`src/rtl/core/wtsm_pkg.sv`:
```
// ----------------------------------------------------------------------------
// Whitespace-tolerant string match package
// Shared widths, character codes, register indexes and types.
// ----------------------------------------------------------------------------
package wtsm_pkg;

  localparam int MaxPattern = 16;
  localparam int RowW       = 24;
  localparam int ColW       = 16;
  localparam int CntW       = 24;
  localparam int PosW       = RowW + ColW;
  localparam int LenW       = 5;
  localparam int RegW       = 64;
  localparam int CfgIdxW    = 2;

  localparam logic [RowW-1:0] RowMax = {RowW{1'b1}};
  localparam logic [ColW-1:0] ColMax = {ColW{1'b1}};
  localparam logic [CntW-1:0] CntMax = {CntW{1'b1}};

  localparam logic [7:0] ChSpace   = 8'h20;
  localparam logic [7:0] ChTab     = 8'h09;
  localparam logic [7:0] ChNewline = 8'h0A;

  localparam logic KindMatch   = 1'b0;
  localparam logic KindSummary = 1'b1;

  localparam logic [CfgIdxW-1:0] CfgPatternLow    = 2'd0;
  localparam logic [CfgIdxW-1:0] CfgPatternHigh   = 2'd1;
  localparam logic [CfgIdxW-1:0] CfgPatternLength = 2'd2;

  typedef struct packed {
    logic       step;
    logic       clear;
    logic [7:0] data_byte;
  } cell_ctrl_t;

  typedef struct packed {
    logic            seen;
    logic [PosW-1:0] pos;
  } link_t;

  typedef struct packed {
    logic            result_kind;
    logic [RowW-1:0] match_row;
    logic [ColW-1:0] match_column;
    logic [CntW-1:0] match_total;
    logic            last_result;
  } result_t;

  typedef struct packed {
    logic [1:0] count;
    result_t    first;
    result_t    second;
  } push_t;

  function automatic logic is_space(input logic [7:0] ch);
    return (ch == ChSpace) || (ch == ChTab) || (ch == ChNewline);
  endfunction

endpackage

```
`src/rtl/core/wtsm_in_if.sv`:
```
// ----------------------------------------------------------------------------
// Text byte channel
// Valid/ready channel carrying one text byte and its end-of-file flag.
// ----------------------------------------------------------------------------
interface wtsm_in_if;
  logic       valid;
  logic       ready;
  logic [7:0] data_byte;
  logic       final_byte;

  modport source (output valid, output data_byte, output final_byte, input ready);
  modport sink (input valid, input data_byte, input final_byte, output ready);
endinterface

```
`src/rtl/core/wtsm_out_if.sv`:
```
// ----------------------------------------------------------------------------
// Match result channel
// Valid/ready channel carrying one match report or end-of-file summary.
// ----------------------------------------------------------------------------
interface wtsm_out_if;
  logic                      valid;
  logic                      ready;
  logic                      result_kind;
  logic [wtsm_pkg::RowW-1:0] match_row;
  logic [wtsm_pkg::ColW-1:0] match_column;
  logic [wtsm_pkg::CntW-1:0] match_total;
  logic                      last_result;

  modport source (output valid, output result_kind, output match_row, output match_column,
                  output match_total, output last_result, input ready);
  modport sink (input valid, input result_kind, input match_row, input match_column,
                input match_total, input last_result, output ready);
endinterface

```
`src/rtl/core/wtsm_cell.sv`:
```
// ----------------------------------------------------------------------------
// Match cell
// Holds one partial-match bit and its start position, fed by its left neighbor.
// ----------------------------------------------------------------------------
module wtsm_cell (
  input  logic                 clk,
  input  logic                 rst_n,
  input  wtsm_pkg::cell_ctrl_t ctrl,
  input  logic [7:0]           pat_char,
  input  logic                 active,
  input  logic                 is_top,
  input  wtsm_pkg::link_t      prev,
  output wtsm_pkg::link_t      cur,
  output logic                 hit
);

  logic                      seen_r;
  logic                      seen_nxt;
  logic [wtsm_pkg::PosW-1:0] pos_r;

  assign hit = active && prev.seen && (pat_char == ctrl.data_byte);

  always_comb begin
    seen_nxt = seen_r;
    if (ctrl.clear) begin
      seen_nxt = 1'b0;
    end else if (ctrl.step) begin
      seen_nxt = hit && !is_top;
    end
  end

  always_ff @(posedge clk) begin
    if (!rst_n) begin
      seen_r <= 1'b0;
    end else begin
      seen_r <= seen_nxt;
    end
  end

  always_ff @(posedge clk) begin
    if (ctrl.step && hit) begin
      pos_r <= prev.pos;
    end
  end

  assign cur.seen = seen_r;
  assign cur.pos  = pos_r;

endmodule

```
`src/rtl/core/wtsm_out_queue.sv`:
```
// ----------------------------------------------------------------------------
// Result queue
// Three-slot shifting queue taking up to two results per cycle, one out.
// ----------------------------------------------------------------------------
module wtsm_out_queue (
  input  logic                clk,
  input  logic                rst_n,
  input  wtsm_pkg::push_t     push,
  output logic                room,
  wtsm_out_if.source          out_ch
);

  localparam int Depth = 3;

  wtsm_pkg::result_t slot_r   [Depth];
  wtsm_pkg::result_t slot_nxt [Depth];
  logic [1:0]        count_r;
  logic [1:0]        count_nxt;
  logic [1:0]        kept;
  logic              pop;

  assign pop  = out_ch.valid && out_ch.ready;
  assign kept = count_r - {1'b0, pop};
  assign room = (kept <= 2'd1);

  always_comb begin
    for (int i = 0; i < Depth; i++) begin
      if (pop && (i < Depth - 1)) begin
        slot_nxt[i] = slot_r[i + 1];
      end else begin
        slot_nxt[i] = slot_r[i];
      end
      if ((push.count != 2'd0) && (2'(i) == kept)) begin
        slot_nxt[i] = push.first;
      end
      if ((push.count == 2'd2) && (2'(i) == kept + 2'd1)) begin
        slot_nxt[i] = push.second;
      end
    end
    count_nxt = kept + push.count;
  end

  always_ff @(posedge clk) begin
    if (!rst_n) begin
      count_r <= 2'd0;
    end else begin
      count_r <= count_nxt;
    end
  end

  always_ff @(posedge clk) begin
    for (int i = 0; i < Depth; i++) begin
      slot_r[i] <= slot_nxt[i];
    end
  end

  assign out_ch.valid        = (count_r != 2'd0);
  assign out_ch.result_kind  = slot_r[0].result_kind;
  assign out_ch.match_row    = slot_r[0].match_row;
  assign out_ch.match_column = slot_r[0].match_column;
  assign out_ch.match_total  = slot_r[0].match_total;
  assign out_ch.last_result  = slot_r[0].last_result;

`ifndef SYNTHESIS
  a_count_bound: assert property (@(posedge clk) disable iff (!rst_n)
    count_r != 2'd3 || !room)
    else $error("queue full but still open for a transfer");
  a_push_fits: assert property (@(posedge clk) disable iff (!rst_n)
    push.count != 2'd0 |-> room)
    else $error("results pushed without room");
  a_last_summary: assert property (@(posedge clk) disable iff (!rst_n)
    out_ch.valid && out_ch.result_kind == wtsm_pkg::KindSummary |-> out_ch.last_result)
    else $error("summary not marked as last result");
`endif

endmodule

```
`src/rtl/core/whitespace_tolerant_string_match.sv`:
```
// ----------------------------------------------------------------------------
// Whitespace-tolerant string match
// Finds every occurrence of a configured pattern in a byte stream, allowing
// runs of spaces, tabs and newlines between pattern characters.
// ----------------------------------------------------------------------------
// Usage:
//   in_ch carries one text byte per transfer, with final_byte set on the
//   last byte of a file. out_ch carries match reports (row, column of the
//   first character and running count) and one summary per file.
//   The cfg_ port writes pattern_low, pattern_high and pattern_length; the user
//   must write it only while the block is idle. The block does not enforce this.
// Timing:
//   One byte is taken every cycle while the output queue has room. Each
//   non-whitespace byte steps a row of MAX_PATTERN cells once; results are
//   registered in a three-slot output queue before they appear on out_ch.
//   Up to two results per byte drain one per cycle while out_ch is ready.
// Reset and stall:
//   Reset clears the partial matches, sets row and column to 1, the count
//   to 0 and pattern_length to 1. When out_ch stalls, the queue holds the
//   results and in_ch.ready drops once fewer than two slots remain free.
// ----------------------------------------------------------------------------
module whitespace_tolerant_string_match #(
  parameter int MAX_PATTERN = wtsm_pkg::MaxPattern
) (
  input  logic                         clk,
  input  logic                         rst_n,
  wtsm_in_if.sink                      in_ch,
  wtsm_out_if.source                   out_ch,
  input  logic                         cfg_we,
  input  logic [wtsm_pkg::CfgIdxW-1:0] cfg_index,
  input  logic [wtsm_pkg::RegW-1:0]    cfg_wdata
);

  localparam int IdxW     = (MAX_PATTERN > 1) ? $clog2(MAX_PATTERN) : 1;
  localparam int LinkIdxW = $clog2(MAX_PATTERN + 1);

  logic [wtsm_pkg::RegW-1:0] pat_low_r;
  logic [wtsm_pkg::RegW-1:0] pat_high_r;
  logic [wtsm_pkg::LenW-1:0] pat_len_r;
  logic [wtsm_pkg::LenW-1:0] len_eff;
  logic [IdxW-1:0]           top_idx;
  logic [LinkIdxW-1:0]       top_link;

  logic [wtsm_pkg::RowW-1:0] row_r;
  logic [wtsm_pkg::RowW-1:0] row_nxt;
  logic [wtsm_pkg::ColW-1:0] col_r;
  logic [wtsm_pkg::ColW-1:0] col_nxt;
  logic [wtsm_pkg::CntW-1:0] cnt_r;
  logic [wtsm_pkg::CntW-1:0] cnt_nxt;
  logic [wtsm_pkg::CntW-1:0] cnt_inc;

  logic                      accept;
  logic                      room;
  logic                      match;
  logic [wtsm_pkg::PosW-1:0] match_pos;
  wtsm_pkg::cell_ctrl_t      ctrl;
  wtsm_pkg::link_t           link [MAX_PATTERN + 1];
  logic [MAX_PATTERN-1:0]    hit;
  wtsm_pkg::result_t         res_match;
  wtsm_pkg::result_t         res_summary;
  wtsm_pkg::push_t           push;

  always_ff @(posedge clk) begin
    if (!rst_n) begin
      pat_low_r  <= '0;
      pat_high_r <= '0;
      pat_len_r  <= wtsm_pkg::LenW'(1);
    end else if (cfg_we) begin
      unique case (cfg_index)
        wtsm_pkg::CfgPatternLow:    pat_low_r  <= cfg_wdata;
        wtsm_pkg::CfgPatternHigh:   pat_high_r <= cfg_wdata;
        wtsm_pkg::CfgPatternLength: pat_len_r  <= cfg_wdata[wtsm_pkg::LenW-1:0];
        default: ;
      endcase
    end
  end

  always_comb begin
    len_eff = pat_len_r;
    if (pat_len_r == '0) begin
      len_eff = wtsm_pkg::LenW'(1);
    end else if (pat_len_r > wtsm_pkg::LenW'(MAX_PATTERN)) begin
      len_eff = wtsm_pkg::LenW'(MAX_PATTERN);
    end
  end

  assign top_idx  = IdxW'(len_eff - wtsm_pkg::LenW'(1));
  assign top_link = LinkIdxW'(top_idx);

  assign accept         = in_ch.valid && in_ch.ready;
  assign in_ch.ready    = room;
  assign ctrl.step      = accept && !wtsm_pkg::is_space(in_ch.data_byte);
  assign ctrl.clear     = accept && in_ch.final_byte;
  assign ctrl.data_byte = in_ch.data_byte;

  assign link[0].seen = 1'b1;
  assign link[0].pos  = {row_r, col_r};

  for (genvar k = 0; k < MAX_PATTERN; k++) begin : g_cell
    logic [7:0] pat_char;
    if (k < 8) begin : g_low
      assign pat_char = pat_low_r[8*k +: 8];
    end else begin : g_high
      assign pat_char = pat_high_r[8*(k-8) +: 8];
    end

    wtsm_cell u_cell (
      .clk      (clk),
      .rst_n    (rst_n),
      .ctrl     (ctrl),
      .pat_char (pat_char),
      .active   (wtsm_pkg::LenW'(k) < len_eff),
      .is_top   (IdxW'(k) == top_idx),
      .prev     (link[k]),
      .cur      (link[k+1]),
      .hit      (hit[k])
    );
  end

  assign match     = ctrl.step && hit[top_idx];
  assign match_pos = link[top_link].pos;
  assign cnt_inc   = (match && cnt_r != wtsm_pkg::CntMax) ? cnt_r + 1'b1 : cnt_r;

  always_comb begin
    row_nxt = row_r;
    col_nxt = col_r;
    cnt_nxt = cnt_r;
    if (accept) begin
      cnt_nxt = cnt_inc;
      if (in_ch.data_byte == wtsm_pkg::ChNewline) begin
        if (row_r != wtsm_pkg::RowMax) begin
          row_nxt = row_r + 1'b1;
        end
        col_nxt = wtsm_pkg::ColW'(1);
      end else if (col_r != wtsm_pkg::ColMax) begin
        col_nxt = col_r + 1'b1;
      end
      if (in_ch.final_byte) begin
        row_nxt = wtsm_pkg::RowW'(1);
        col_nxt = wtsm_pkg::ColW'(1);
        cnt_nxt = '0;
      end
    end
  end

  always_ff @(posedge clk) begin
    if (!rst_n) begin
      row_r <= wtsm_pkg::RowW'(1);
      col_r <= wtsm_pkg::ColW'(1);
      cnt_r <= '0;
    end else begin
      row_r <= row_nxt;
      col_r <= col_nxt;
      cnt_r <= cnt_nxt;
    end
  end

  assign res_match.result_kind  = wtsm_pkg::KindMatch;
  assign res_match.match_row    = match_pos[wtsm_pkg::PosW-1:wtsm_pkg::ColW];
  assign res_match.match_column = match_pos[wtsm_pkg::ColW-1:0];
  assign res_match.match_total  = cnt_inc;
  assign res_match.last_result  = !in_ch.final_byte;

  assign res_summary.result_kind  = wtsm_pkg::KindSummary;
  assign res_summary.match_row    = '0;
  assign res_summary.match_column = '0;
  assign res_summary.match_total  = cnt_inc;
  assign res_summary.last_result  = 1'b1;

  assign push.count  = accept ? ({1'b0, match} + {1'b0, in_ch.final_byte}) : 2'd0;
  assign push.first  = match ? res_match : res_summary;
  assign push.second = res_summary;

  wtsm_out_queue u_out_queue (
    .clk    (clk),
    .rst_n  (rst_n),
    .push   (push),
    .room   (room),
    .out_ch (out_ch)
  );

`ifndef SYNTHESIS
  a_final_clears: assert property (@(posedge clk) disable iff (!rst_n)
    accept && in_ch.final_byte |=> row_r == wtsm_pkg::RowW'(1)
      && col_r == wtsm_pkg::ColW'(1) && cnt_r == '0)
    else $error("counters not cleared after the final byte");
  a_final_reports: assert property (@(posedge clk) disable iff (!rst_n)
    accept && in_ch.final_byte |=> out_ch.valid)
    else $error("no summary queued after the final byte");
  a_count_monotonic: assert property (@(posedge clk) disable iff (!rst_n)
    !(accept && in_ch.final_byte) |=> cnt_r >= $past(cnt_r))
    else $error("match count decreased within a file");
  a_column_steps: assert property (@(posedge clk) disable iff (!rst_n)
    accept && !in_ch.final_byte && in_ch.data_byte != wtsm_pkg::ChNewline
      && col_r != wtsm_pkg::ColMax |=> col_r == $past(col_r) + 1'b1)
    else $error("column did not advance");
`endif

endmodule
```
`src/flat_wrapper.sv`:
```
// flat-port wrapper written by rule: the top's interface ports become plain ports
module whitespace_tolerant_string_match_flat 
#(
  parameter int MAX_PATTERN = wtsm_pkg::MaxPattern
)
  (clk, rst_n, cfg_we, cfg_index, cfg_wdata, in_ch_valid, in_ch_data_byte, in_ch_final_byte, in_ch_ready, out_ch_valid, out_ch_result_kind, out_ch_match_row, out_ch_match_column, out_ch_match_total, out_ch_last_result, out_ch_ready);
  wtsm_in_if in_ch_i ();
  wtsm_out_if out_ch_i ();
  input  logic clk;
  input  logic rst_n;
  input  logic cfg_we;
  input  logic [wtsm_pkg::CfgIdxW-1:0] cfg_index;
  input  logic [wtsm_pkg::RegW-1:0] cfg_wdata;
  input wire logic [$bits(in_ch_i.valid)-1:0] in_ch_valid;
  input wire logic [$bits(in_ch_i.data_byte)-1:0] in_ch_data_byte;
  input wire logic [$bits(in_ch_i.final_byte)-1:0] in_ch_final_byte;
  output wire logic [$bits(in_ch_i.ready)-1:0] in_ch_ready;
  output wire logic [$bits(out_ch_i.valid)-1:0] out_ch_valid;
  output wire logic [$bits(out_ch_i.result_kind)-1:0] out_ch_result_kind;
  output wire logic [$bits(out_ch_i.match_row)-1:0] out_ch_match_row;
  output wire logic [$bits(out_ch_i.match_column)-1:0] out_ch_match_column;
  output wire logic [$bits(out_ch_i.match_total)-1:0] out_ch_match_total;
  output wire logic [$bits(out_ch_i.last_result)-1:0] out_ch_last_result;
  input wire logic [$bits(out_ch_i.ready)-1:0] out_ch_ready;
  assign in_ch_i.valid = in_ch_valid;
  assign in_ch_i.data_byte = in_ch_data_byte;
  assign in_ch_i.final_byte = in_ch_final_byte;
  assign in_ch_ready = in_ch_i.ready;
  assign out_ch_valid = out_ch_i.valid;
  assign out_ch_result_kind = out_ch_i.result_kind;
  assign out_ch_match_row = out_ch_i.match_row;
  assign out_ch_match_column = out_ch_i.match_column;
  assign out_ch_match_total = out_ch_i.match_total;
  assign out_ch_last_result = out_ch_i.last_result;
  assign out_ch_i.ready = out_ch_ready;
  whitespace_tolerant_string_match #(.MAX_PATTERN(MAX_PATTERN)) u_core (.clk(clk), .rst_n(rst_n), .in_ch(in_ch_i), .out_ch(out_ch_i), .cfg_we(cfg_we), .cfg_index(cfg_index), .cfg_wdata(cfg_wdata));
endmodule
```
`config.mk`:
```
export PLATFORM = sky130hd
export DESIGN_NAME = whitespace_tolerant_string_match_flat
export DESIGN_NICKNAME = d
export VERILOG_FILES = /design/src/rtl/core/wtsm_pkg.sv /design/src/rtl/core/wtsm_in_if.sv /design/src/rtl/core/wtsm_out_if.sv /design/src/rtl/core/wtsm_cell.sv /design/src/rtl/core/wtsm_out_queue.sv /design/src/rtl/core/whitespace_tolerant_string_match.sv /design/src/flat_wrapper.sv
export SDC_FILE = /design/constraint.sdc
export NUM_CORES = 2
export LEC_CHECK = 0
export BUFFER_PORTS_ARGS = -buffer_cell sky130_fd_sc_hd__buf_2
export CAP_MARGIN = 20
export CORE_ASPECT_RATIO = 1.25
export CORE_UTILIZATION = 40
export CTS_CLUSTER_DIAMETER = 120
export DETAILED_ROUTE_END_ITERATION = 6
export SYNTH_ARGS = -nofsm -noshare
export SYNTH_HDL_FRONTEND = slang
export SYNTH_HIERARCHICAL = 1
export SYNTH_SLANG_ARGS = --single-unit
```
`constraint.sdc`:
```
create_clock -name clk -period 14.65 [get_ports clk]
set_input_delay 1.465 -clock clk [delete_from_list [all_inputs] [get_ports clk]]
set_output_delay 1.465 -clock clk [all_outputs]
set_load 0.01 [all_outputs]
```
# --- Word level (Yosys, flattened, before mapping) ---
# Memory sizes are Yosys's and may differ from the RTL's.
# Cells that the tools add are included.
word_totals:
  input_bits: 80
  regBits: 855
  ram_bits: 198
  mem_count: 1
  out_inout_bits: 68
  word_cells: 250
classes:
  muxes: 25
  order_cmp: 20
  addsub: 8
  bitwise: 2
  reduce_logical: 111
  n_eq_ne: 44
memory_table:
  columns: ["memory", "words", "word_bits", "read_ports", "rd_ports_with_merged_regs", "wr", "line_no", "rtl"]
  rows:
  - ["u_core.u_out_queue.slot_r", 3, 66, 3, 0, 3, "wtsm_out_queue.sv:15", "wtsm_pkg::result_t slot_r [Depth];"]
ops:
  columns: ["operator", "count"]
  rows:
  - ["2-to-1 mux 66 bit", 9]
  - ["binary-select mux 41 bit (select 5 bit)", 1]
  - ["== test 8 bit", 16]
  - ["2-to-1 mux 24 bit", 5]
  - ["2-to-1 mux 40 bit", 2]
  - ["logical AND 1 bit", 75]
  - ["adder 24 x 1 -> 24 bit (second input constant)", 2]
  - ["2-to-1 mux 16 bit", 3]
  - ["!= test 24 bit (second input constant)", 2]
  - ["< comparator 4 x 5 -> 1 bit (first input constant)", 8]
  - ["== test 4 bit (first input constant)", 8]
  - ["< comparator 3 x 5 -> 1 bit (first input constant)", 4]
  - ["logical NOT 1 bit", 18]
  - ["adder 16 x 1 -> 16 bit (second input constant)", 1]
  - ["== test 3 x 4 -> 1 bit (first input constant)", 4]
  - ["== test 8 x 4 -> 1 bit (second input constant)", 2]
  - ["!= test 16 bit (second input constant)", 1]
  - ["< comparator 1 x 5 -> 1 bit (first input constant)", 2]
  - ["< comparator 2 x 5 -> 1 bit (first input constant)", 2]
  - ["2-to-1 mux 5 bit", 2]
  - ["== test 2 x 4 -> 1 bit (first input constant)", 2]
  - ["== test 8 x 6 -> 1 bit (second input constant)", 1]
  - ["AND reduction 2 bit", 4]
  - ["nonzero test 2 bit", 4]
  - ["other kinds (26)", 32]

# --- Longest topological paths before layout ---
logic_depth:
  ltp_word: 15
  depth_mapped: 25
  mapped_depth_nobuf: 19

# --- Hierarchy ---
# The synthesis kept the hierarchy.
by_module_without_submodules:
  columns: ["module", "seq_area_each_um2", "area_each_um2", "cells_per_inst", "n_inst"]
  rows:
  - ["wtsm_cell", 1221.2, 1362.6, 58, 16]
  - ["whitespace_tolerant_string_match", 3943.8, 13774.5, 1475, 1]
  - ["wtsm_out_queue", 5985.7, 10390.0, 845, 1]

# --- Worst setup path after synthesis ---
# OpenSTA, ideal clock, no wires.
synth_path:
  kind: "in2reg"
  start: "in out_ch_ready"
  end: "mem u_core/u_out_queue/slot_r[0][132] in the netlist's numbering, enable pin"
  n_path_buf: 1
  path_stages: 16
  required_ps: 14069
  setup_slack_ps: 5242
  setup_ps: 581
  arrival_ps: 8827
  path_cell_list: "nand2_1 inv_1 ha_1 xor2_1 inv_2 clkbuf_1 and2_1 nand2_1 nor3_4 nand2_2 inv_2 ha_1 inv_1 nor2_1 o21ai_0 o21ai_0"
synth_rtl:
  columns: ["item", "line_no", "rtl"]
  rows:
  - ["from (decl)", "flat_wrapper.sv:24", "input wire logic [$bits(out_ch_i.ready)-1:0] out_ch_ready;"]
  - ["to (decl)", "wtsm_out_queue.sv:15", null]

==> flow_summary.ini <==
[power_and_ir_drop]
pwr-share-seq_pct = 47.2
p_comb_share_pct = 13.2
p_clk_share_pct = 39.6
power.switching_mw = 1.87
power_density_mw_per_mm2 = 141
switching_share_pct = 26.3
internal_power_mw = 5.22
peakVddDrop_v = 0.0000910
power_leakage_nw = 17.0

[timing]
finalCriticalPeriod_ns = 6.81
finalClockSkew_ns = 0.0388
setup_violations = 0
timing.final.ws_setup_ns = 7.84
tightest_slew_ns = 1.10
slew_violations = 0
rsz0062_at_grt = false
maxClockFrequency_mhz = 147
finalHoldViolations = 0
slew_headroom_pct = 26.2
period_share_pct = 46.5
tns_ns = 0

[worst_setup_path]
slowest_stage = ha_4
start_kind = register
critPathArrivalTime_ns = 7.01
slowest_delay_ns = 1.03
cp_cell_sequence = nand2b_1 -> nand2_4 -> ha_4 -> mux2_2 -> or3_1 -> a21oi_1 -> nor2_1 -> nand2_2 -> inv_2 -> ha_1 -> and3_1 -> o21a_1 -> mux2i_4 -> buf_4 -> nand2_4
path_buf_inv = 2
rr_worst_depth = 15
crit_path_frequent_cell = nand2_4
crit_family = simple AND/OR/NAND/NOR gates
cp_max_fo = 67
cp.required_ns = 14.85
end_kind = register
crit_type = reg2reg
cp.depth = 15

[worst_hold_path]
holdPathStages = 0
hold_class = reg2reg

[floorplanning]
start_util_pct = 40.5
rows = 136
die-area_mm2 = 0.113
core_area_mm2 = 0.110
ios = 148
die_w_um = 301
dieHeight_um = 376

[routing]
wl_per_cell_um = 22.5
via_per_inst = 5.59
drc = 17
ant_nets = 0
initialDrtViolationCount = 2250
dr_total_vias = 27200
dr.pass1.iters = 7
wl_mm = 109

[logic_synthesis]
syn_avg_cell_area_um2 = 14.0
yosys_warnings = 6
synth_cells = 3199
netlist_area_mm2 = 0.0447

[cells_and_area]
drive_above_1_share_pct = 20.3
antenna_cells = 0
nets = 3415
layout_common_cells = edfxtp_1 (798), nand2_1 (330), dfxtp_1 (214)
final_common_cell = edfxtp_1
finalNonFillerCells = 4866
syn_to_final_growth_pct = 12.5

[run_status]
failed_checks = design-rule violations
status = complete, but fails checks

[cts]
cts_setup_buffers = 0
worstSkewPairLatency_ns = 0.69
cts_tree = built
ctsHoldBuffers = 0
clockRootBuffer = clkbuf_16
htreeDepth = 3
clk_path_buf_depth = 3
cts-resized-gates = 0
clk_transition_reported_paths_ns = 0.06
cts_sinks = 1012
cts-buffers-inserted = 104

[global_route]
grt_start_max_net_pins = 121
grt_use_total_pct = 19.3
grt_pass1_wl_mm = 169
grt_overflow = 0
grt_pass1_vias = 27000
antenna_found_initial = 3

[place]
pre_cts_ws_ns = 7.42
gp_congestion = 0.772
dp.cells = 4662
io_buffers = 147
dpl.hpwl_mm = 62.7

[job]
cap_violations = 0
area by class of cell:
| cell class | count | area (um^2) |
|---|---|---|
| inverters | 30 | 113 |
| flip-flops and latches | 1012 | 28200 |
| clock buffers | 133 | 2830 |
| multi-input cells | 1979 | 15400 |
| well taps | 1449 | 1810 |
| repair buffers | 198 | 1130 |
| clock inverters | 65 | 802 |
| fillers | 9737 | 60100 |
worst reg2reg max path, delay by kind of cell (launching register included):
family	cells	cell delay, ns
and+or+nand+nor	7	2.42
buffers and inverters	2	0.73
muxes	2	0.54
adders and majority gates	2	1.32
DFF	1	0.74
AOI/OAI and AO/OA	2	0.53
worst paths after layout:
| check | from | to | slack, ns |
|---|---|---|---|
| hold reg to reg | u_core/g_cell[12].u_cell/pos_r[10] | u_core/g_cell[13].u_cell/pos_r[10] | 0.44 |
| setup / recovery | u_core/pat_len_r[4] | u_core/u_out_queue/slot_r[0][27] | 7.84 |
| setup reg to reg | u_core/pat_len_r[4] | u_core/u_out_queue/slot_r[0][27] | 7.84 |
| hold / removal | u_core/g_cell[12].u_cell/pos_r[10] | u_core/g_cell[13].u_cell/pos_r[10] | 0.44 |
power by group through the flow:
stage	Sequential [mW]	Combinational, mW	Clock [mW]
floorplan	3.41	0.716	0
global placement	3.41	0.931	0
detailed placement	3.41	0.941	0
CTS	3.35	0.941	2.87
global route	3.36	1.02	2.97
finish	3.35	0.935	2.81
metrics by stage:
step	utilization (%)	area, um^2	hold slack, ns	total power [mW]
after floorplan	-	45200	0.403	4.12
after global placement	42.2	46600	0.423	4.34
after detailed placement	42.2	46600	0.427	4.35
after CTS	45.5	50200	0.430	7.16
after global routing	45.5	50300	0.447	7.35
final	45.5	50300	0.435	7.09
sequential cells by signal, summed over array words and instances (netlist names):
name	count
u_core/cnt_r	24
u_core/col_r	16
u_core/g_cell.u_cell/pos_r	600
u_core/g_cell.u_cell/seen_r	15
u_core/pat_high_r	64
u_core/pat_len_r	5
u_core/pat_low_r	64
u_core/row_r	24
u_core/u_out_queue/count_r	2
u_core/u_out_queue/slot_r	198
layer usage:
| layer | share of wire, % | global-route usage, % |
|---|---|---|
| met5 | 0.043 | 0 |
| met4 | 1.8 | 4.86 |
| met3 | 6.3 | 2.96 |
| met2 | 48 | 31.2 |
| met1 | 44 | 27.2 |
No activity file was read; power rests on OpenSTA's default activity.
